[src/rtl/core/json_token_lexer_defines.svh]
// Assertion macros for the JSON token lexer RTL.
// Included by the modules that carry concurrent checks; needs i_clk and i_rst_n in scope.
`ifndef JSON_TOKEN_LEXER_DEFINES_SVH
`define JSON_TOKEN_LEXER_DEFINES_SVH
`ifndef NO_ASSERTIONS
// Same-cycle property, off while reset is held.
`define JTL_ASSERT(label, prop) \
    label: assert property (@(posedge i_clk) disable iff (!i_rst_n) prop) \
        else $error("jtl check failed");
// Cause in this cycle, effect in the next one.
`define JTL_ASSERT_NEXT(label, cause, effect) \
    label: assert property (@(posedge i_clk) disable iff (!i_rst_n) cause |=> effect) \
        else $error("jtl check failed");
`else
`define JTL_ASSERT(label, prop)
`define JTL_ASSERT_NEXT(label, cause, effect)
`endif
`endif

[src/rtl/core/jtl_pkg.sv]
// Types, codes and byte helpers shared by the JSON token lexer.
// No dependencies.
`default_nettype none

package jtl_pkg;

    typedef enum logic [3:0] {
        CLS_LBRACE = 4'd0,
        CLS_RBRACE = 4'd1,
        CLS_LBRACK = 4'd2,
        CLS_RBRACK = 4'd3,
        CLS_QUOTE  = 4'd4,
        CLS_COLON  = 4'd5,
        CLS_COMMA  = 4'd6,
        CLS_WORD   = 4'd7,
        CLS_NUMBER = 4'd8,
        CLS_ERROR  = 4'd9,
        CLS_END    = 4'd10
    } t_jtl_class;

    typedef enum logic [1:0] {
        WC_OTHER = 2'd0,
        WC_TRUE  = 2'd1,
        WC_FALSE = 2'd2,
        WC_NULL  = 2'd3
    } t_jtl_wclass;

    typedef enum logic [1:0] {
        MODE_IDLE   = 2'd0,
        MODE_WORD   = 2'd1,
        MODE_NUM    = 2'd2,
        MODE_SILENT = 2'd3
    } t_jtl_mode;

    localparam logic [7:0] BYTE_END     = 8'h00;
    localparam logic [7:0] BYTE_NL      = 8'h0A;
    localparam logic [7:0] BYTE_SPACE   = 8'h20;
    localparam logic [7:0] BYTE_MINUS   = 8'h2D;
    localparam logic [7:0] BYTE_LBRACE  = 8'h7B;
    localparam logic [7:0] BYTE_RBRACE  = 8'h7D;
    localparam logic [7:0] BYTE_LBRACK  = 8'h5B;
    localparam logic [7:0] BYTE_RBRACK  = 8'h5D;
    localparam logic [7:0] BYTE_QUOTE   = 8'h22;
    localparam logic [7:0] BYTE_COLON   = 8'h3A;
    localparam logic [7:0] BYTE_COMMA   = 8'h2C;

    // keyword text, first character in the low byte
    localparam logic [63:0] TEXT_TRUE  = 64'h0000_0000_6575_7274;
    localparam logic [63:0] TEXT_FALSE = 64'h0000_0065_736C_6166;
    localparam logic [63:0] TEXT_NULL  = 64'h0000_0000_6C6C_756E;

    localparam int QDEPTH = 4;

    // one queue entry: an optional closed word/number, then an optional short token
    typedef struct packed {
        logic        has_run;
        logic        run_is_num;
        logic        neg;
        logic [31:0] acc;
        logic [7:0]  len;
        logic [63:0] text;
        logic        has_sym;
        t_jtl_class  sym_class;
        logic [7:0]  bad;
    } t_jtl_entry;

    typedef struct packed {
        logic full;
        logic empty;
    } t_jtl_qstat;

    typedef struct packed {
        t_jtl_class  cls;
        logic [31:0] num;
        t_jtl_wclass wc;
        logic [7:0]  len;
        logic [63:0] text;
        logic [7:0]  bad;
    } t_jtl_token;

    typedef struct packed {
        logic       hit;
        t_jtl_class cls;
    } t_jtl_sym;

    function automatic logic jtl_is_letter(input logic [7:0] b);
        return (b >= 8'h61 && b <= 8'h7A) || (b >= 8'h41 && b <= 8'h5A);
    endfunction

    function automatic logic jtl_is_digit(input logic [7:0] b);
        return b >= 8'h30 && b <= 8'h39;
    endfunction

    function automatic t_jtl_sym jtl_sym_lookup(input logic [7:0] b);
        t_jtl_sym s;
        s.hit = 1'b1;
        case (b)
            BYTE_LBRACE: s.cls = CLS_LBRACE;
            BYTE_RBRACE: s.cls = CLS_RBRACE;
            BYTE_LBRACK: s.cls = CLS_LBRACK;
            BYTE_RBRACK: s.cls = CLS_RBRACK;
            BYTE_QUOTE:  s.cls = CLS_QUOTE;
            BYTE_COLON:  s.cls = CLS_COLON;
            BYTE_COMMA:  s.cls = CLS_COMMA;
            default: begin
                s.hit = 1'b0;
                s.cls = CLS_END;
            end
        endcase
        return s;
    endfunction

    // keyword match uses the full length, so longer words stay plain
    function automatic t_jtl_wclass jtl_word_class(input logic [7:0] len,
                                                   input logic [63:0] text);
        if (len == 8'd4 && text == TEXT_TRUE)
            return WC_TRUE;
        if (len == 8'd5 && text == TEXT_FALSE)
            return WC_FALSE;
        if (len == 8'd4 && text == TEXT_NULL)
            return WC_NULL;
        return WC_OTHER;
    endfunction

    function automatic t_jtl_token jtl_sym_token(input t_jtl_class cls,
                                                 input logic [7:0] bad);
        t_jtl_token t;
        t.cls  = cls;
        t.num  = 32'd0;
        t.wc   = WC_OTHER;
        t.len  = 8'd0;
        t.text = 64'd0;
        t.bad  = bad;
        return t;
    endfunction

endpackage

`default_nettype wire

[src/rtl/core/jtl_ifs.sv]
// Valid/ready channel interfaces of the JSON token lexer: text bytes in, tokens out.
// No dependencies.
`default_nettype none

interface jtl_byte_if;
    logic       valid;
    logic       ready;
    logic [7:0] text_byte;

    modport source (output valid, output text_byte, input ready);
    modport sink (input valid, input text_byte, output ready);
endinterface

interface jtl_token_if;
    logic               valid;
    logic               ready;
    logic [3:0]         token_class;
    logic signed [31:0] number_value;
    logic [1:0]         word_class;
    logic [7:0]         word_length;
    logic [63:0]        word_text;
    logic [7:0]         bad_byte;

    modport source (output valid, output token_class, output number_value,
                    output word_class, output word_length, output word_text,
                    output bad_byte, input ready);
    modport sink (input valid, input token_class, input number_value,
                  input word_class, input word_length, input word_text,
                  input bad_byte, output ready);
endinterface

`default_nettype wire

[src/rtl/core/jtl_front.sv]
// Front end: a byte a cycle when the queue has room; tracks open token, pushes entries.
// Depends on jtl_pkg, jtl_ifs and json_token_lexer_defines.svh.
`default_nettype none
`include "json_token_lexer_defines.svh"

module jtl_front
    import jtl_pkg::*;
#(
    parameter int KEPT_CHARS = 8,
    parameter int MAX_RUN    = 255
) (
    input  wire         i_clk,
    input  wire         i_rst_n,
    jtl_byte_if.sink    i_text,
    input  t_jtl_qstat  i_qstat,
    output logic        o_push,
    output t_jtl_entry  o_entry
);

    localparam int RUN_W  = $clog2(MAX_RUN + 1);
    localparam int KEPT_W = KEPT_CHARS * 8;

    t_jtl_mode           r_mode, n_mode;
    logic [31:0]         r_acc, n_acc;
    logic                r_neg, n_neg;
    logic [RUN_W-1:0]    r_run, n_run;
    logic [KEPT_W-1:0]   r_kept, n_kept;

    logic                w_accept;
    logic [7:0]          w_b;
    logic                w_let, w_dig, w_minus, w_skip, w_unknown;
    t_jtl_sym            w_sym;
    logic                w_continue;
    t_jtl_mode           w_fresh_mode;
    logic [RUN_W-1:0]    w_run_inc;
    logic [KEPT_W-1:0]   w_kept_ext;
    logic [RUN_W+7:0]    w_run_wide;
    logic [7:0]          w_len8;

    assign i_text.ready = !i_qstat.full;
    assign w_accept     = i_text.valid && i_text.ready;
    assign w_b          = i_text.text_byte;

    assign w_let     = jtl_is_letter(w_b);
    assign w_dig     = jtl_is_digit(w_b);
    assign w_minus   = (w_b == BYTE_MINUS);
    assign w_skip    = (w_b == BYTE_SPACE) || (w_b == BYTE_NL);
    assign w_sym     = jtl_sym_lookup(w_b);
    assign w_unknown = !(w_b == BYTE_END || w_skip || w_sym.hit || w_let || w_dig || w_minus);

    assign w_continue = (r_mode == MODE_WORD && (w_let || w_dig)) ||
                        (r_mode == MODE_NUM && w_dig);

    always_comb begin
        if (w_let)
            w_fresh_mode = MODE_WORD;
        else if (w_minus || w_dig)
            w_fresh_mode = MODE_NUM;
        else if (w_unknown)
            w_fresh_mode = MODE_SILENT;
        else
            w_fresh_mode = MODE_IDLE;
    end

    // append one character to the kept text (first KEPT_CHARS only) and count it up to MAX_RUN
    assign w_run_inc = (r_run < RUN_W'(MAX_RUN)) ? r_run + RUN_W'(1) : r_run;

    always_comb begin
        w_kept_ext = r_kept;
        for (int k = 0; k < KEPT_CHARS; k++) begin
            if (r_run == RUN_W'(k))
                w_kept_ext[k*8 +: 8] = w_b;
        end
    end

    assign w_run_wide = {8'd0, r_run};
    assign w_len8     = (w_run_wide > (RUN_W+8)'(255)) ? 8'hFF : w_run_wide[7:0];

    // next state
    always_comb begin
        n_mode = r_mode;
        if (w_accept) begin
            case (r_mode)
                MODE_SILENT: if (w_b == BYTE_END) n_mode = MODE_IDLE;
                MODE_WORD,
                MODE_NUM:    if (!w_continue) n_mode = w_fresh_mode;
                MODE_IDLE:   n_mode = w_fresh_mode;
                default:     n_mode = MODE_IDLE;
            endcase
        end
    end

    // outputs and run registers
    always_comb begin
        n_acc  = r_acc;
        n_neg  = r_neg;
        n_run  = r_run;
        n_kept = r_kept;
        o_push = 1'b0;

        o_entry.has_run    = (r_mode == MODE_WORD) || (r_mode == MODE_NUM);
        o_entry.run_is_num = (r_mode == MODE_NUM);
        o_entry.neg        = r_neg;
        o_entry.acc        = r_acc;
        o_entry.len        = w_len8;
        o_entry.text       = 64'(r_kept);
        o_entry.has_sym    = 1'b0;
        o_entry.sym_class  = CLS_END;
        o_entry.bad        = 8'd0;

        if (w_accept) begin
            if (r_mode == MODE_SILENT) begin
                if (w_b == BYTE_END) begin
                    o_entry.has_sym = 1'b1;
                    o_push          = 1'b1;
                end
            end else if (w_continue) begin
                n_run  = w_run_inc;
                n_kept = w_kept_ext;
                if (r_mode == MODE_NUM)
                    n_acc = (r_acc << 3) + (r_acc << 1) + 32'(w_b[3:0]);
            end else begin
                // byte lexed afresh, possibly after closing the open run
                if (w_b == BYTE_END) begin
                    o_entry.has_sym = 1'b1;
                end else if (w_sym.hit) begin
                    o_entry.has_sym   = 1'b1;
                    o_entry.sym_class = w_sym.cls;
                end else if (w_let) begin
                    n_acc  = 32'd0;
                    n_neg  = 1'b0;
                    n_run  = RUN_W'(1);
                    n_kept = KEPT_W'(w_b);
                end else if (w_minus || w_dig) begin
                    n_acc  = w_dig ? 32'(w_b[3:0]) : 32'd0;
                    n_neg  = w_minus;
                    n_run  = RUN_W'(1);
                    n_kept = '0;
                end else if (w_unknown) begin
                    o_entry.has_sym   = 1'b1;
                    o_entry.sym_class = CLS_ERROR;
                    o_entry.bad       = w_b;
                end
                o_push = o_entry.has_run || o_entry.has_sym;
            end
        end
    end

    always_ff @(posedge i_clk) begin
        if (!i_rst_n) begin
            r_mode <= MODE_IDLE;
            r_acc  <= 32'd0;
            r_neg  <= 1'b0;
            r_run  <= '0;
            r_kept <= '0;
        end else begin
            r_mode <= n_mode;
            r_acc  <= n_acc;
            r_neg  <= n_neg;
            r_run  <= n_run;
            r_kept <= n_kept;
        end
    end

    // a closed run can only come out of an open word or number
    `JTL_ASSERT(a_run_from_open, (o_push && o_entry.has_run) |-> (r_mode == MODE_WORD || r_mode == MODE_NUM))

endmodule

`default_nettype wire

[src/rtl/core/jtl_fifo.sv]
// Short entry queue between the lexer front end and the token formatter.
// Depends on jtl_pkg and json_token_lexer_defines.svh.
`default_nettype none
`include "json_token_lexer_defines.svh"

module jtl_fifo
    import jtl_pkg::*;
(
    input  wire         i_clk,
    input  wire         i_rst_n,
    input  wire         i_push,
    input  t_jtl_entry  i_push_data,
    input  wire         i_pop,
    output t_jtl_qstat  o_stat,
    output t_jtl_entry  o_head
);

    localparam int PTR_W = $clog2(QDEPTH);
    localparam int CNT_W = $clog2(QDEPTH + 1);

    t_jtl_entry        r_mem [QDEPTH];
    logic [PTR_W-1:0]  r_wr_ptr, n_wr_ptr;
    logic [PTR_W-1:0]  r_rd_ptr, n_rd_ptr;
    logic [CNT_W-1:0]  r_count, n_count;

    assign o_stat.full  = (r_count == CNT_W'(QDEPTH));
    assign o_stat.empty = (r_count == '0);
    assign o_head       = r_mem[r_rd_ptr];

    always_comb begin
        n_wr_ptr = i_push ? r_wr_ptr + PTR_W'(1) : r_wr_ptr;
        n_rd_ptr = i_pop  ? r_rd_ptr + PTR_W'(1) : r_rd_ptr;
        n_count  = r_count;
        if (i_push && !i_pop)
            n_count = r_count + CNT_W'(1);
        else if (!i_push && i_pop)
            n_count = r_count - CNT_W'(1);
    end

    always_ff @(posedge i_clk) begin
        if (i_push)
            r_mem[r_wr_ptr] <= i_push_data;
    end

    always_ff @(posedge i_clk) begin
        if (!i_rst_n) begin
            r_wr_ptr <= '0;
            r_rd_ptr <= '0;
            r_count  <= '0;
        end else begin
            r_wr_ptr <= n_wr_ptr;
            r_rd_ptr <= n_rd_ptr;
            r_count  <= n_count;
        end
    end

    `JTL_ASSERT(a_count_bound, r_count <= CNT_W'(QDEPTH))

endmodule

`default_nettype wire

[src/rtl/core/jtl_back.sv]
// Token formatter: pops queue entries, builds tokens, drives the output register.
// Depends on jtl_pkg, jtl_ifs and json_token_lexer_defines.svh.
`default_nettype none
`include "json_token_lexer_defines.svh"

module jtl_back
    import jtl_pkg::*;
(
    input  wire          i_clk,
    input  wire          i_rst_n,
    input  t_jtl_qstat   i_qstat,
    input  t_jtl_entry   i_head,
    output logic         o_pop,
    jtl_token_if.source  o_token
);

    logic        r_out_valid, n_out_valid;
    t_jtl_token  r_out, n_out;
    logic        r_pend_valid, n_pend_valid;
    t_jtl_class  r_pend_cls, n_pend_cls;
    logic [7:0]  r_pend_bad, n_pend_bad;

    logic        w_free;
    t_jtl_token  w_run_tok;

    assign w_free = !r_out_valid || o_token.ready;
    assign o_pop  = w_free && !r_pend_valid && !i_qstat.empty;

    // closed word or number token
    always_comb begin
        w_run_tok.bad = 8'd0;
        w_run_tok.len = i_head.len;
        if (i_head.run_is_num) begin
            w_run_tok.cls  = CLS_NUMBER;
            w_run_tok.num  = i_head.neg ? 32'd0 - i_head.acc : i_head.acc;
            w_run_tok.wc   = WC_OTHER;
            w_run_tok.text = 64'd0;
        end else begin
            w_run_tok.cls  = CLS_WORD;
            w_run_tok.num  = 32'd0;
            w_run_tok.wc   = jtl_word_class(i_head.len, i_head.text);
            w_run_tok.text = i_head.text;
        end
    end

    always_comb begin
        n_out_valid  = r_out_valid;
        n_out        = r_out;
        n_pend_valid = r_pend_valid;
        n_pend_cls   = r_pend_cls;
        n_pend_bad   = r_pend_bad;
        if (w_free) begin
            if (r_pend_valid) begin
                n_out        = jtl_sym_token(r_pend_cls, r_pend_bad);
                n_out_valid  = 1'b1;
                n_pend_valid = 1'b0;
            end else if (o_pop) begin
                n_out_valid = 1'b1;
                if (i_head.has_run) begin
                    n_out        = w_run_tok;
                    n_pend_valid = i_head.has_sym;
                    n_pend_cls   = i_head.sym_class;
                    n_pend_bad   = i_head.bad;
                end else begin
                    n_out = jtl_sym_token(i_head.sym_class, i_head.bad);
                end
            end else begin
                n_out_valid = 1'b0;
            end
        end
    end

    always_ff @(posedge i_clk) begin
        if (!i_rst_n) begin
            r_out_valid  <= 1'b0;
            r_pend_valid <= 1'b0;
        end else begin
            r_out_valid  <= n_out_valid;
            r_pend_valid <= n_pend_valid;
        end
    end

    always_ff @(posedge i_clk) begin
        r_out      <= n_out;
        r_pend_cls <= n_pend_cls;
        r_pend_bad <= n_pend_bad;
    end

    assign o_token.valid        = r_out_valid;
    assign o_token.token_class  = r_out.cls;
    assign o_token.number_value = $signed(r_out.num);
    assign o_token.word_class   = r_out.wc;
    assign o_token.word_length  = r_out.len;
    assign o_token.word_text    = r_out.text;
    assign o_token.bad_byte     = r_out.bad;

    // a held second token always sits behind a shown first one
    `JTL_ASSERT(a_pend_behind_out, r_pend_valid |-> r_out_valid)
    // every entry popped carries at least one token
    `JTL_ASSERT(a_pop_has_token, o_pop |-> (i_head.has_run || i_head.has_sym))
    // a stalled pair keeps its second token
    `JTL_ASSERT_NEXT(a_pend_kept, (r_pend_valid && !o_token.ready), r_pend_valid)

endmodule

`default_nettype wire

[src/rtl/core/json_token_lexer.sv]
// JSON token lexer top level: front end, entry queue and token formatter.
// Depends on jtl_pkg, jtl_ifs, jtl_front, jtl_fifo and jtl_back.
`default_nettype none

// Byte-serial lexer for JSON-like text. One text byte is taken per clock on
// i_text while the queue is not full; tokens leave one per clock on o_token
// while the receiver is ready. Space and newline are dropped, { } [ ] " : ,
// give symbol tokens, letters open a word token, a minus or digit opens a
// number token, a zero byte gives an end token (after any open token), and
// any other byte gives an error token after which input is swallowed until
// the zero byte. The front end classifies each accepted byte and writes at
// most one queue entry; the entry can hold a closed word/number plus the token
// of the byte that closed it. The formatter turns an entry into one or two
// tokens, one per output cycle. An entry with two tokens always follows at
// least one byte that wrote no entry, so with the receiver ready the output
// keeps pace and input runs at one byte per cycle; the 4-entry queue fills and
// input stops only while the receiver holds off. Tokens pass from the queue
// through the output register, a pair's second token also through a pending
// register. No clearing pass after reset: ready as soon as reset is released.

module json_token_lexer
    import jtl_pkg::*;
#(
    parameter int KEPT_CHARS = 8,    // word characters kept in word_text, 5..8
    parameter int MAX_RUN    = 255   // run length counter saturation, 8..65535
) (
    input  wire          i_clk,
    input  wire          i_rst_n,
    jtl_byte_if.sink     i_text,
    jtl_token_if.source  o_token
);

    // front end -> queue
    logic        w_push;
    t_jtl_entry  w_push_data;

    // queue -> formatter
    logic        w_pop;
    t_jtl_qstat  w_qstat;
    t_jtl_entry  w_head;

    jtl_front #(
        .KEPT_CHARS (KEPT_CHARS),
        .MAX_RUN    (MAX_RUN)
    ) u_front (
        .i_clk   (i_clk),
        .i_rst_n (i_rst_n),
        .i_text  (i_text),
        .i_qstat (w_qstat),
        .o_push  (w_push),
        .o_entry (w_push_data)
    );

    jtl_fifo u_fifo (
        .i_clk       (i_clk),
        .i_rst_n     (i_rst_n),
        .i_push      (w_push),
        .i_push_data (w_push_data),
        .i_pop       (w_pop),
        .o_stat      (w_qstat),
        .o_head      (w_head)
    );

    jtl_back u_back (
        .i_clk   (i_clk),
        .i_rst_n (i_rst_n),
        .i_qstat (w_qstat),
        .i_head  (w_head),
        .o_pop   (w_pop),
        .o_token (o_token)
    );

endmodule

`default_nettype wire
[src/flat_wrapper.sv]
// flat-port wrapper written by rule: the top's interface ports become plain ports
module json_token_lexer_flat import jtl_pkg::*;
#(
    parameter int KEPT_CHARS = 8,                                              
    parameter int MAX_RUN    = 255                                             
)
  (i_clk, i_rst_n, i_text_valid, i_text_text_byte, i_text_ready, o_token_valid, o_token_token_class, o_token_number_value, o_token_word_class, o_token_word_length, o_token_word_text, o_token_bad_byte, o_token_ready);
  jtl_byte_if i_text_i ();
  jtl_token_if o_token_i ();
  input  wire i_clk;
  input  wire i_rst_n;
  input wire logic [$bits(i_text_i.valid)-1:0] i_text_valid;
  input wire logic [$bits(i_text_i.text_byte)-1:0] i_text_text_byte;
  output wire logic [$bits(i_text_i.ready)-1:0] i_text_ready;
  output wire logic [$bits(o_token_i.valid)-1:0] o_token_valid;
  output wire logic [$bits(o_token_i.token_class)-1:0] o_token_token_class;
  output wire logic [$bits(o_token_i.number_value)-1:0] o_token_number_value;
  output wire logic [$bits(o_token_i.word_class)-1:0] o_token_word_class;
  output wire logic [$bits(o_token_i.word_length)-1:0] o_token_word_length;
  output wire logic [$bits(o_token_i.word_text)-1:0] o_token_word_text;
  output wire logic [$bits(o_token_i.bad_byte)-1:0] o_token_bad_byte;
  input wire logic [$bits(o_token_i.ready)-1:0] o_token_ready;
  assign i_text_i.valid = i_text_valid;
  assign i_text_i.text_byte = i_text_text_byte;
  assign i_text_ready = i_text_i.ready;
  assign o_token_valid = o_token_i.valid;
  assign o_token_token_class = o_token_i.token_class;
  assign o_token_number_value = o_token_i.number_value;
  assign o_token_word_class = o_token_i.word_class;
  assign o_token_word_length = o_token_i.word_length;
  assign o_token_word_text = o_token_i.word_text;
  assign o_token_bad_byte = o_token_i.bad_byte;
  assign o_token_i.ready = o_token_ready;
  json_token_lexer #(.KEPT_CHARS(KEPT_CHARS), .MAX_RUN(MAX_RUN)) u_core (.i_clk(i_clk), .i_rst_n(i_rst_n), .i_text(i_text_i), .o_token(o_token_i));
endmodule
[config.mk]
export PLATFORM = sky130hd
export DESIGN_NAME = json_token_lexer_flat
export DESIGN_NICKNAME = d
export VERILOG_FILES = /design/src/rtl/core/jtl_pkg.sv /design/src/rtl/core/jtl_ifs.sv /design/src/rtl/core/jtl_front.sv /design/src/rtl/core/jtl_fifo.sv /design/src/rtl/core/jtl_back.sv /design/src/rtl/core/json_token_lexer.sv /design/src/flat_wrapper.sv
export VERILOG_INCLUDE_DIRS = /design/src /design/src/rtl/core
export SDC_FILE = /design/constraint.sdc
export NUM_CORES = 1
export LEC_CHECK = 0
export BUFFER_PORTS_ARGS = -buffer_cell sky130_fd_sc_hd__buf_2
export CORE_MARGIN = 2
export CORE_UTILIZATION = 29
export CTS_CLUSTER_DIAMETER = 120
export DETAILED_ROUTE_END_ITERATION = 8
export PLACE_DENSITY = 0.43
export SETUP_SLACK_MARGIN = 0.3
export SYNTH_ARGS = -nofsm -noshare
export SYNTH_HDL_FRONTEND = slang
export SYNTH_SLANG_ARGS = --single-unit
[constraint.sdc]
create_clock -name i_clk -period 17.4 [get_ports i_clk]
set_clock_uncertainty 0.1 [all_clocks]
set_input_delay 3.48 -clock i_clk [delete_from_list [all_inputs] [get_ports i_clk]]
set_output_delay 3.48 -clock i_clk [all_outputs]
set_load 0.1 [all_outputs]
## Yosys cells after proc, flatten, opt, wreduce, memory -nomap -nowiden

Memory sizes are Yosys's and may differ from the RTL's. A register that Yosys moved wholly into a read port is not among the register bits.
Index checks and enable logic that the tools add are counted.

- Word-level logic and storage cells: 230
- RAM bits: 480
- Memories: 1
- Bits of input ports: 12
- Output and inout port bits: 120
- Flip-flop bits (word level): 246

- Magnitude comparators: 8
- Bitwise logic cells: 5
- Reductions and logical operators: 56
- Muxes and demuxes: 87
- Equality and inequality tests: 40
- Add/subtract/negate cells: 8

Memory list:

| memory | depth | width | rd ports | clocked after Yosys merged registers in | write ports | RTL line | source |
|---|---|---|---|---|---|---|---|
| u_core.u_fifo.r_mem | 4 | 120 | 1 | 1 | 1 | jtl_fifo.sv:21 | `t_jtl_entry r_mem [QDEPTH];` |

Operators with widths:

| kind | count |
|---|---|
| 64-bit 2-to-1 mux | 6 |
| 118-bit 2-to-1 mux | 3 |
| 32-bit 2-to-1 mux | 7 |
| 64-bit by 31-bit == test with 1-bit output, second input constant | 2 |
| 8-bit 2-to-1 mux | 16 |
| 6-bit AND reduction | 11 |
| 13-bit 2-to-1 mux | 5 |
| 64-bit by 39-bit == test with 1-bit output, second input constant | 1 |
| 8-bit by 3-bit == test with 1-bit output, second input constant | 6 |
| 8-bit by 6-bit == test with 1-bit output, second input constant | 5 |
| 38-bit 2-to-1 mux | 1 |
| 32-bit adder | 1 |
| 32-bit by 4-bit adder with 32-bit output | 1 |
| 8-bit by 7-bit == test with 1-bit output, second input constant | 4 |
| 1-bit by 32-bit subtractor with 32-bit output, first input constant | 1 |
| 1-bit 2-to-1 mux | 28 |
| 4-bit one-hot mux with 7 select lines | 1 |
| 2-bit 2-to-1 mux | 13 |
| 12-bit 2-to-1 mux | 2 |
| 2-bit by 1-bit != test with 1-bit output, second input constant | 10 |
| 8-bit by 2-bit == test with 1-bit output, second input constant | 2 |
| 8-bit by 7-bit greater-or-equal comparator with 1-bit output, second input constant | 2 |
| 8-bit by 7-bit less-or-equal comparator with 1-bit output, second input constant | 2 |
| 8-bit zero test | 2 |
| other kinds (31) | 72 |

## Logic depth before layout (Yosys ltp)

Gate-level depths: netlist of the first run.

- Depth after elaboration: 23
- Gate-level depth with buffers: 13
- Depth with buffers taken out: 12

## By module

A second synthesis of the first run with hierarchy kept.

- Cells, all modules: 1859
- Area total of the unflattened synthesis: 30242.8 µm²

Modules (own cells, without submodules):

| module | instances | area an instance (µm²) | cells each | sequential area each (µm²) |
|---|---|---|---|---|
| jtl_fifo | 1 | 17753.3 | 669 | 14594.0 |
| jtl_front | 1 | 6516.2 | 740 | 2142.1 |
| jtl_back | 1 | 5973.2 | 450 | 3943.8 |

## Worst setup path after synthesis of the first run

Ideal clock, no wire load.

- Path type: input-to-reg
- From: input o_token_ready
- To: register u_core.u_back.r_out, in the netlist u_core.u_back.o_token.bad_byte[0] (enable)
- Path slack: 8.237 ns
- Buffers on the path: 0
- Setup time: 0.596 ns
- Stages on the path: 2
- Required time: 16.704 ns
- Arrival: 8.466 ns
- Cells stage by stage: nor2b_1 > nor2_1

- Word-level cells in the longest chain between the ends: 5

Ends and longest elaborated chain:

| element | RTL line | source |
|---|---|---|
| start, declared | flat_wrapper.sv:22 | `input wire logic [$bits(o_token_i.ready)-1:0] o_token_ready;` |
| 1-bit logical OR (*) | jtl_back.sv:26 | `assign w_free = !r_out_valid \|\| o_token.ready;` |
| 1-bit logical AND (2 in series) | jtl_back.sv:27 | `assign o_pop = w_free && !r_pend_valid && !i_qstat.empty;` |
| 2-bit nonzero test (no source line) | -- |  |
| 2-bit AND reduction (no source line) (*) | -- |  |
| end signal, assigned | jtl_back.sv:84 | `r_out <= n_out;` |
| end, declared | jtl_back.sv:18 | `t_jtl_token r_out, n_out;` |

Every way passes the cells marked *; elsewhere a longest branch is shown, timed or not.
A chain may end at the register's enable or synchronous reset.

## Final worst setup path of the first run

- From: input i_text_text_byte[2]
- To: memory u_core.u_fifo.r_mem[3][13] in the netlist's numbering (enable)

- Word-level cells in the longest chain between the ends: 21
- Elaborated cells on any way between the ends: 49
- Those cells by class: 6 x order compare; 10 x eq/ne; 15 x mux; 18 x reduce/logical

Ends and longest elaborated chain:

| element | RTL line | source |
|---|---|---|
| start, declared | flat_wrapper.sv:13 | `input wire logic [$bits(i_text_i.text_byte)-1:0] i_text_text_byte;` |
| branches (longest 17 deep; another with 8-bit by 7-bit greater-or-equal comparator with 1-bit output) | -- |  |
| 1-bit 2-to-1 mux (*) | jtl_front.sv:112 | `if (r_mode == MODE_SILENT) begin` |
| 1-bit 2-to-1 mux (*) | jtl_front.sv:111 | `if (w_accept) begin` |
| named net u_core.u_fifo.i_push | jtl_fifo.sv:11 | `input wire i_push,` |
| 1-bit 2-to-1 mux (*) | jtl_fifo.sv:41 | `if (i_push)` |
| 1-bit 2-to-1 mux (implied by the code) (*) | jtl_fifo.sv:42 | `r_mem[r_wr_ptr] <= i_push_data;` |
| end, declared | jtl_fifo.sv:21 |  |

Mark *: on every way through the listed nets, which the timed path passes. The select of a mux whose other input is x is not followed.

==> results of run 1 <==
-- worst reg2reg max path, delay by kind of cell (launching register included) --
kind | cells | cell delay [ns]
buffers and inverters | 2 | 1.57
AND/OR/NAND/NOR | 5 | 1.30
flip-flops | 1 | 0.76
multiplexers | 1 | 0.66
AO/OA/AOI/OAI | 1 | 0.07
-- state kept, by name, summed over array words and instances (netlist names), 2 cells and up, named ones only --
| signal | flops |
|---|---|
| u_core.u_back.o_token.bad_byte | 8 |
| u_core.u_back.o_token.number_value | 32 |
| u_core.u_back.o_token.token_class | 4 |
| u_core.u_back.o_token.word_class | 2 |
| u_core.u_back.o_token.word_length | 8 |
| u_core.u_back.o_token.word_text | 64 |
| u_core.u_back.r_pend_bad | 8 |
| u_core.u_back.r_pend_cls | 4 |
| u_core.u_fifo.r_count | 3 |
| u_core.u_fifo.r_mem | 480 |
| u_core.u_fifo.r_rd_ptr | 2 |
| u_core.u_fifo.r_wr_ptr | 2 |
| u_core.u_front.r_acc | 32 |
| u_core.u_front.r_kept | 64 |
| u_core.u_front.r_mode | 2 |
| u_core.u_front.r_run | 8 |
-- area by class of cell --
class	instances	area (um2)
fillers	9883	67200
flip-flops and latches	728	20700
multi-input cells	1011	8660
clock buffers	115	2310
well taps	1368	1710
repair buffers	149	806
clock inverters	38	449
inverters	18	67.6
-- per-stage QoR --
stage	instance area, um2	utilization, %
floorplan	29800	-
global placement	31900	31.3
detailed placement	31900	31.3
CTS	34700	34.0
global route	34700	34.0
finish	34700	34.0
-- cells in the mapped netlist (5+ instances only) --
library cell,n,area share (%)
inv_1,18,0.23
mux2i_1,14,0.47
o31ai_1,11,0.28
nor3b_1,7,0.18
buf_2,11,0.18
a22oi_1,12,0.30
buf_6,10,0.38
mux4_2,119,9.0
a31oi_1,8,0.17
and3_1,14,0.29
o21ai_0,30,0.50
nor3_1,12,0.20
nand2b_1,7,0.15
buf_4,13,0.33
nand3_1,63,1.1
a21oi_1,35,0.59
o21a_1,6,0.15
nor4_1,11,0.23
edfxtp_1,610,61
xnor2_1,26,0.76
a21o_1,19,0.48
and2_1,96,2.0
xor2_1,36,1.1
nand2_1,101,1.3
a21oi_4,6,0.33
nor2b_1,39,0.82
nand4_1,12,0.25
nor2_1,80,1.0
o21ai_1,71,1.2
ha_1,71,3.0
or3_1,11,0.23
dfxtp_1,118,7.9
clkbuf_1,44,0.55
nor4b_1,5,0.15
-- per-layer routing --
| layer | global-route usage [%] | up-vias |
|---|---|---|
| li1 | - | 7454 |
| met1 | 17.8 | 8155 |
| met2 | 22.3 | 279 |
| met3 | 2.43 | 95 |
| met4 | 4.33 | 4 |
| met5 | 0 | - |
-- path summary, 6_finish.rpt --
check	from	end	slack (ns)	cells after the start
setup / recovery	i_text_text_byte[2]	u_core.u_fifo.r_mem[3][13]	9.90	10
hold / removal	u_core.u_front.r_kept[63]	u_core.u_front.r_kept[63]	0.38	2
setup reg to reg	flip-flop	u_core.u_back.o_token.word_class[0]	12.79	9
hold reg to reg	u_core.u_front.r_kept[63]	u_core.u_front.r_kept[63]	0.38	2
-- kinds of logic (layout without fill, tap and decap cells) --
kind of cell / after synthesis / count (layout) / share of synthesized area (%)
DFF: 728 / 728 / 69.3
and+or+nand+nor: 492 / 492 / 8.90
AOI/OAI and AO/OA: 248 / 248 / 5.51
muxes: 135 / 135 / 9.53
buffers and inverters: 98 / 320 / 1.70
adders and majority gates: 74 / 74 / 3.18
xor gates and xnor gates: 62 / 62 / 1.82
-- where the power goes --
part           switching, uW  internal [uW]  total, uW  leakage [uW]
clock                    694           1050       1750       0.00134
combinational           1800            495       2300       0.00384
sequential              98.5           2310       2410       0.00658
total                   2590           3860       6450        0.0118
==> metrics, run 1 <==
status=complete, no violations; Max Cap Viol=0; Tot GR Track Use=13.5%; met2 wire len=34.5 mm; Max transition margin=23.8%; Crit. End Element=flip-flop; unrepaired setup endpoints after global routing=false; Synthesis Warnings=0; WP data arrival=7.64 ns; 1st-iter DRT viols=1092; layout cell share with drive strength beyond 1=20.9%; I/O pins=132; worst path cell trace=buf_2, or3_4, or3_1, or3_4, a21o_1, or3_4, o21ai_4, and2_4, buf_4, buf_4; Buf/Inv on CP=3; Root Buffer=clkbuf_16; Final setup viols=0; Area Growth Syn to Fin=16.3%; Pwr Total=6450 uW; Initial Utilization=29.3%; commonest non-fill, non-tap cell in the layout=edfxtp_1; CTS sink cnt=728; Most used DFF post-synth=edfxtp_1; Seq/Total Area, Yosys=69.3%; Tmin final=7.50 ns; Die W=325 um; Top delay family on crit path=simple AND/OR/NAND/NOR gates; DR pass1 iterations=5; DRC=0; Lkg Pwr=0.0118 uW; Num CTS Buffers=82; I/O Buffers=131; die area=105000 um2; Post-synth EDFFs=610; initial antenna violation count=9; Post-Synthesis Cells=1837; post-synthesis net count=1923; WL met1=32.5 mm; PD cells=186 nW/um2; CTS tree=yes; Critical-path top delay cell=buf_4; met3 WL=2.61 mm; Worst-Skew Late Latency=0.64 ns; H-tree depth=3; Die Ht=325 um; total routed wirelength=71.2 mm; Avg Inst Size Synth=16.2 um2; first-pass GRT wire length=107 mm; Max Slew Vio Count=0; setup TNS=0 ns; Synth Cell Area=29800 um2; vias in the first global route=16600; final hold slack=0.380 ns; Final GP Congestion=0.780; most frequent cells in the layout=610 x edfxtp_1, 130 x buf_2, 119 x mux4_2; maximum vdd drop=0.000117 V; Min-Delay Path Class=flip-flop to flip-flop; standard-cell rows=117; required time of the critical path=17.54 ns; Max Root-Sink Buffers=3; clock-pin slew on the worst setup and hold paths=0.06 ns; fin nets=2076; ys async rst share=0%; Worst Tran Pin Value=1.13 ns; post-CTS resize count=0; Peak Freq=133 MHz; Crit Path Category=input port to flip-flop; total gr overflow=0; Final Non-Filler Cells=3427; fin crit share=43.1%; final count of hold timing violations=0; Max FO, Critical Path=58; Seq cells post-synth=728; Post-Place Setup Slack=9.20 ns; cts hold-fix bufs=0; DP HPWL=44.9 mm; mean routed wirelength per cell=20.8 um; slowest stage delay, CP=0.85 ns; Antenna diodes=0; DR vias=16000; minimum setup slack in the final design=9.90 ns; Max Used Layer=met5; Placed Cells=3274; largest net degree at the start of global routing=108; Distinct cells, synth=81; most used cell, CP=or3_4; Final ANT Viol Nets=0; DR vias/cell=4.67; post-CTS setup buffer count=0; startpoint class of the critical path=input port; core box area=102000 um2
Power figures use the tool's default switching activity.
==> run 2, diff against run 1 <==
--- a/config.mk
+++ b/config.mk
@@ -11,7 +11,7 @@
 export CORE_UTILIZATION = 29
 export CTS_CLUSTER_DIAMETER = 120
 export DETAILED_ROUTE_END_ITERATION = 8
-export PLACE_DENSITY = 0.43
+export PLACE_DENSITY = 0.44
 export SETUP_SLACK_MARGIN = 0.3
 export SYNTH_ARGS = -nofsm -noshare
 export SYNTH_HDL_FRONTEND = slang
==> constraint.sdc (replaced) <==
create_clock -name i_clk -period 6.9 [get_ports i_clk]
set_clock_uncertainty 0.1 [all_clocks]
set_input_delay 1.38 -clock i_clk [delete_from_list [all_inputs] [get_ports i_clk]]
set_output_delay 1.38 -clock i_clk [all_outputs]
set_load 0.1 [all_outputs]
==> run 2 against run 1 <==
Compared with the run above:
- final area grew 0.46%
- non-clock buffer count grew 4
- flip-flop and latch count is the same
- global-route usage grew 0.11 points
- combinational power grew to 2.5 times the previous value
- clock power grew to 2.6 times the previous value
- first-iteration DRC count shrank 2.9%
- die area is the same
- critical path type unchanged
- largest cell class unchanged
==> metrics, run 2 (synthesis gave the netlist of run 1 again) <==
status=complete, no violations (unchanged); fin crit share=66.0%; Pwr Total=16400 uW (was 6450 uW); Final setup viols=0 (unchanged); Int Power=9800 uW (was 3860 uW); largest register by flop count=u_core.u_fifo.r_mem (unchanged); most frequent cells in the layout=610 x edfxtp_1, 130 x buf_2, 119 x mux4_2 (unchanged); sequential power share=37.2% (was 37.4%); Final ANT Viol Nets=0 (unchanged); R2R depth=6 (was 9); unrepaired setup endpoints after global routing=false (unchanged); I/O pins=132 (unchanged); largest net degree at the start of global routing=88 (was 108); layout cell share with drive strength beyond 1=21.4% (was 20.9%); die area=105000 um2 (unchanged); Tmin final=4.55 ns; Root Buffer=clkbuf_16 (unchanged); initial antenna violation count=6 (was 9); DRC=0 (unchanged); Sw Ratio=40.2% (about the same); first-pass GRT wire length=108 mm (was 107 mm); max reg flops=480 (unchanged); maximum vdd drop=0.000346 V (was 0.000117 V); PD cells=470 nW/um2 (was 186 nW/um2); Crit. End Element=flip-flop (unchanged); Worst-Skew Late Latency=0.66 ns (was 0.64 ns); mean routed wirelength per cell=20.9 um (was 20.8 um); clock share of power=27.5% (was 27.1%); post-CTS setup buffer count=0 (unchanged); required time of the critical path=7.10 ns (was 17.54 ns); Max Root-Sink Buffers=3 (unchanged); clock-pin slew on the worst setup and hold paths=0.06 ns (about the same); final count of hold timing violations=0 (unchanged); fin nets=2080 (was 2076); Placed Cells=3278 (was 3274); Tot GR Track Use=13.6% (was 13.5%); Crit Path Category=input port to flip-flop (unchanged); Hold Path Origin=u_core.u_front.r_kept[63] (unchanged); commonest non-fill, non-tap cell in the layout=edfxtp_1 (unchanged); cts hold-fix bufs=0 (unchanged); WHS Path Cells=2 (unchanged); most used cell, CP=or3_4 (unchanged); Worst Tran Pin Value=1.29 ns (was 1.13 ns); worst path cell trace=buf_2, or3_4, or3_1, or3_4, a21o_1, or3_4, o21ai_4, and2_4, buf_4 (was buf_2, or3_4, or3_1, or3_4, a21o_1, or3_4, o21ai_4, and2_4, buf_4, buf_4); CTS sink cnt=728 (unchanged); Max Cap Viol=0 (unchanged); flop-to-flop setup slack=2.77 ns (was 12.79 ns); Die Ht=325 um (unchanged); DP HPWL=46.2 mm (was 44.9 mm); DR vias/cell=4.69 (was 4.67); I/O Buffers=131 (unchanged); Area Growth Syn to Fin=16.9% (was 16.3%); Max FO, Critical Path=45 (was 58); H-tree depth=3 (unchanged); post-CTS resize count=0 (unchanged); Lkg Pwr=0.0118 uW (about the same); WP data arrival=4.75 ns (was 7.64 ns); Critical-path top delay cell=and2_4 (was buf_4); 1st-iter DRT viols=1060 (was 1092); Hold EP=u_core.u_front.r_kept[63] (unchanged); Min-Delay Path Class=flip-flop to flip-flop (unchanged); DR vias=16100 (was 16000); startpoint class of the critical path=input port (unchanged); total routed wirelength=71.7 mm (was 71.2 mm); Final GP Congestion=0.769 (was 0.780); Final Core Density=34.2% (was 34.0%); Num CTS Buffers=82 (unchanged); Initial Utilization=29.3% (unchanged); Comb pwr share=35.3% (was 35.6%); Max transition margin=13.7% (was 23.8%); standard-cell rows=117 (unchanged); R2R Path End=u_core.u_back.o_token.word_class[0] (unchanged); Peak Freq=220 MHz; Final Non-Filler Cells=3433 (was 3427); Sw Pwr=6600 uW (was 2590 uW); vias in the first global route=16900 (was 16600); slowest stage delay, CP=0.70 ns (was 0.85 ns); setup TNS=0 ns (unchanged); Max Slew Vio Count=0 (unchanged); Die W=325 um (unchanged); total gr overflow=0 (unchanged); DR pass1 iterations=5 (unchanged); CTS tree=yes (unchanged); core box area=102000 um2 (unchanged)
-- run 2: critical path, delay by kind of cell --
family	cells	cell delay, ns
buffers and inverters	2	0.71
and+or+nand+nor	5	2.24
AOI/OAI and AO/OA	2	0.36
-- run 2: stage by stage --
stage / area, um2 / hold WS [ns] / worst slack [ns]
floorplan: 29800 / 0.337 / 0.317
global placement: 32000 / 0.359 / 1.69
detailed placement: 32000 / 0.366 / 1.63
CTS: 34800 / 0.375 / 2.33
global route: 34800 / 0.413 / 2.20
finish: 34800 / 0.377 / 2.35
-- run 2: per-layer routing --
layer | GRT usage (%) | vias to the layer above | part of all wire [%]
li1 | - | 7478 | -
met1 | 17.8 | 8208 | 45
met2 | 22.7 | 315 | 48
met3 | 2.67 | 100 | 4.8
met4 | 3.99 | 2 | 2.0
met5 | 0 | - | 0.025
-- run 2: area by class of cell --
type,count,area (um2)
fill,9844,67000
sequential,728,20700
multi-input combinational,1011,8660
clock buffer,109,2250
tap,1368,1710
timing repair buffer,153,898
clock inverter,45,569
inverter,18,67.6
antenna,1,2.50
-- run 2: power by group through the flow --
stage / sequential [uW] / clock [uW] / combinational [uW]
final: 6100 / 4500 / 5790
after global routing: 6190 / 4810 / 6090
after CTS: 6130 / 4630 / 5900
after detailed placement: 6210 / 0 / 5880
after global placement: 6180 / 0 / 5880
after floorplan: 8740 / 0 / 2060
-- run 2: worst max-delay path by stage --
stage	to	depth (start not counted)	startpoint
after floorplan	u_core.u_fifo.r_mem[0][0]	7	i_text_text_byte[4]
after global placement	u_core.u_fifo.r_mem[0][39]	9	i_text_text_byte[2]
after detailed placement	u_core.u_fifo.r_mem[0][26]	9	i_text_text_byte[2]
after CTS	u_core.u_fifo.r_mem[0][39]	9	i_text_text_byte[2]
after global routing	u_core.u_fifo.r_mem[0][39]	9	i_text_text_byte[2]
final	u_core.u_fifo.r_mem[0][39]	9	i_text_text_byte[2]
==> run 3, diff against run 2 <==
--- a/config.mk
+++ b/config.mk
@@ -6,6 +6,7 @@
 export SDC_FILE = /design/constraint.sdc
 export NUM_CORES = 1
 export LEC_CHECK = 0
+export ABC_AREA = 1
 export BUFFER_PORTS_ARGS = -buffer_cell sky130_fd_sc_hd__buf_2
 export CORE_MARGIN = 2
 export CORE_UTILIZATION = 29
==> constraint.sdc (replaced) <==
create_clock -name i_clk -period 3.8 [get_ports i_clk]
set_clock_uncertainty 0.1 [all_clocks]
set_input_delay 0.76 -clock i_clk [delete_from_list [all_inputs] [get_ports i_clk]]
set_output_delay 0.76 -clock i_clk [all_outputs]
set_load 0.1 [all_outputs]
==> run 3 against run 2 <==
Compared with the run above:
- critical path type is now flip-flop to flip-flop
- final area is 5.6% higher
- worst hold slack worse by 0.020 ns
- highest routed layer unchanged
- non-clock buffer count is 37 higher
- largest power group is now combinational logic
- largest cell class unchanged
- global-route usage is 1.8 points higher
- utilization hardly changed
- worst setup slack worse by 1.6 ns
- clock power is 80% higher
==> metrics, run 3 <==
Area contributors post-synth=edfxtp_1 58%, nand2_1 8.9%, dfxtp_1 7.5%, nor2_1 4.1%, nand3_1 3.6% (was edfxtp_1 61%, mux4_2 9.0%, dfxtp_1 7.9%, ha_1 3.0%, and2_1 2.0%); Area Growth Syn to Fin=16.7% (was 16.9%); initial antenna violation count=9 (was 6); Synth Cell Area=31500 um2 (was 29800 um2); worst path cell trace=buf_12, nand3_1, nand2_1, ha_1, nand2_2, nor2_4, nand3_1, nor2_2, nand2_1, nand2_2, nand3_1, nand2_1, nand2_1, nor2_1 (was buf_2, or3_4, or3_1, or3_4, a21o_1, or3_4, o21ai_4, and2_4, buf_4); Die Ht=334 um (was 325 um); Post-Synthesis Cells=2950 (was 1837); H-tree depth=3 (unchanged); Tot GR Track Use=15.4% (was 13.6%); Most used DFF post-synth=edfxtp_1 (unchanged); DR pass1 iterations=5 (unchanged); cts hold-fix bufs=0 (unchanged); Max transition margin=49.9% (was 13.7%); vias in the first global route=20600 (was 16900); Seq/Total Area, Yosys=65.6% (was 69.3%); required time of the critical path=4.14 ns (was 7.10 ns); Seq cells post-synth=728 (unchanged); Peak Freq=322 MHz; Num CTS Buffers=83 (was 82); area leader, netlist=edfxtp_1 (unchanged); unrepaired setup endpoints after global routing=false (unchanged); CTS sink cnt=728 (unchanged); Root Buffer=clkbuf_16 (unchanged); Max Root-Sink Buffers=3 (unchanged); total gr overflow=0 (unchanged); most frequent cells in the layout=749 x nand2_1, 610 x edfxtp_1, 339 x nor2_1 (was 610 x edfxtp_1, 130 x buf_2, 119 x mux4_2); DP HPWL=55.7 mm (was 46.2 mm); Distinct cells, synth=57 (was 81); status=complete, no violations (unchanged); Max FO, Critical Path=120 (was 45); Final Core Density=34.2% (about the same); final hold slack=0.358 ns (was 0.377 ns); I/O Buffers=131 (unchanged); post-CTS setup buffer count=0 (unchanged); die area=111000 um2 (was 105000 um2); total routed wirelength=85.8 mm (was 71.7 mm); first-pass GRT wire length=131 mm (was 108 mm); post-CTS resize count=0 (unchanged); commonest non-fill, non-tap cell in the layout=nand2_1 (was edfxtp_1); Initial Utilization=29.3% (about the same); Crit Path Category=flip-flop to flip-flop (was input port to flip-flop); Tmin final=3.10 ns; CTS tree=yes (unchanged); fin nets=3189 (was 2080); final count of hold timing violations=0 (unchanged); Post-synth EDFFs=610 (unchanged); Max Slew Vio Count=0 (unchanged); Min-Delay Path Class=flip-flop to flip-flop (unchanged); fin crit share=81.6%; Final GP Congestion=0.823 (was 0.769); Synthesis Warnings=0 (unchanged); Final ANT Viol Nets=0 (unchanged); DRC=0 (unchanged); ys async rst share=0% (unchanged); WP data arrival=3.45 ns (was 4.75 ns); Synth top area share=58.1% (was 61.4%); Crit. End Element=flip-flop (unchanged); clock-pin slew on the worst setup and hold paths=0.06 ns (about the same); mean routed wirelength per cell=18.7 um (was 20.9 um); 1st-iter DRT viols=1406 (was 1060); standard-cell rows=120 (was 117); Worst-Skew Late Latency=0.65 ns (was 0.66 ns); max reg flops=480 (unchanged); post-synthesis net count=3036 (was 1923); Critical-path top delay cell=buf_12 (was and2_4); Worst Tran Pin Value=0.751 ns (was 1.29 ns); layout cell share with drive strength beyond 1=12.7% (was 21.4%); largest register by flop count=u_core.u_fifo.r_mem (unchanged); Final setup viols=0 (unchanged); R2R depth=14 (was 6); Die W=334 um (was 325 um); core box area=108000 um2 (was 102000 um2); most used cell, CP=nand2_1 (was or3_4); startpoint class of the critical path=flip-flop (was input port); slowest stage delay, CP=0.53 ns (was 0.70 ns); Lkg Pwr=0.0140 uW (was 0.0118 uW); most frequent cell after synthesis=nand2_1 (was edfxtp_1); I/O pins=132 (unchanged); DR vias=21000 (was 16100); largest net degree at the start of global routing=135 (was 88); list of most frequent post-synthesis cells=751 x nand2_1, 610 x edfxtp_1, 343 x nor2_1 (was 610 x edfxtp_1, 119 x mux4_2, 118 x dfxtp_1); Max Cap Viol=0 (unchanged); WHS Path Cells=2 (unchanged); PD cells=884 nW/um2 (was 470 nW/um2); DR vias/cell=4.59 (was 4.69); maximum vdd drop=0.000834 V (was 0.000346 V); Avg Inst Size Synth=10.7 um2 (was 16.2 um2)
run 3: layer usage:
layer	global-route usage [%]	share of wire (%)	vias to the layer above
met1	20.1	45	10000
met2	25.9	48	327
met5	0	0.027	-
met4	4.95	2.7	4
li1	-	-	10500
met3	2.61	4.0	121
run 3: area by class of cell:
| cell class | instances | area, um2 |
|---|---|---|
| diodes | 3 | 7.51 |
| clock buffers | 106 | 2260 |
| clock inverters | 48 | 514 |
| fillers | 10900 | 70700 |
| inverters | 160 | 658 |
| multi-input cells | 1940 | 9510 |
| flip-flops and latches | 728 | 20700 |
| well taps | 1403 | 1760 |
| repair buffers | 190 | 1400 |
run 3: critical path, delay by kind of cell (launching register included):
kind,cells,cell delay [ns]
AND/OR/NAND/NOR,12,1.61
buffers and inverters,1,0.53
adder cells (fa/ha/maj),1,0.23
flip-flops,1,0.37
run 3: cells by family after synthesis:
| family | synth area share, % |
|---|---|
| AND/OR/NAND/NOR | 19.2 |
| XOR/XNOR | 0.611 |
| buffers and inverters | 4.49 |
| flip-flops | 65.6 |
| adder cells (fa/ha/maj) | 3.01 |
| AO/OA/AOI/OAI | 7.09 |
run 3: through the flow:
stage	power, uW	TNS (ns)	worst slack [ns]	area [um2]	std cells
5_1_grt	34400	0	0.404	36800	4575
6_report	32500	0	0.698	36800	4578
2_1_floorplan	21600	-188.06	-0.407	31600	2950
3_3_place_gp	24900	0	0.309	34000	4421
3_5_place_dp	24900	0	0.316	34000	4421
4_1_cts	33100	0	0.671	36800	4575
run 3: final timing paths:
path                        startpoint                                     end  slack, ns
min reg2reg  u_core.u_fifo.r_rd_ptr[1]                               flip-flop       0.36
max reg2reg                  flip-flop  u_core.u_back.o_token.number_value[30]       0.70
min          u_core.u_fifo.r_rd_ptr[1]                               flip-flop       0.36
max                          flip-flop  u_core.u_back.o_token.number_value[30]       0.70
run 3: where the power goes:
part / internal [uW] / total [uW] / switching [uW]
combinational: 2500 / 13300 / 10800
sequential: 10700 / 11100 / 435
clock: 4830 / 8110 / 3280
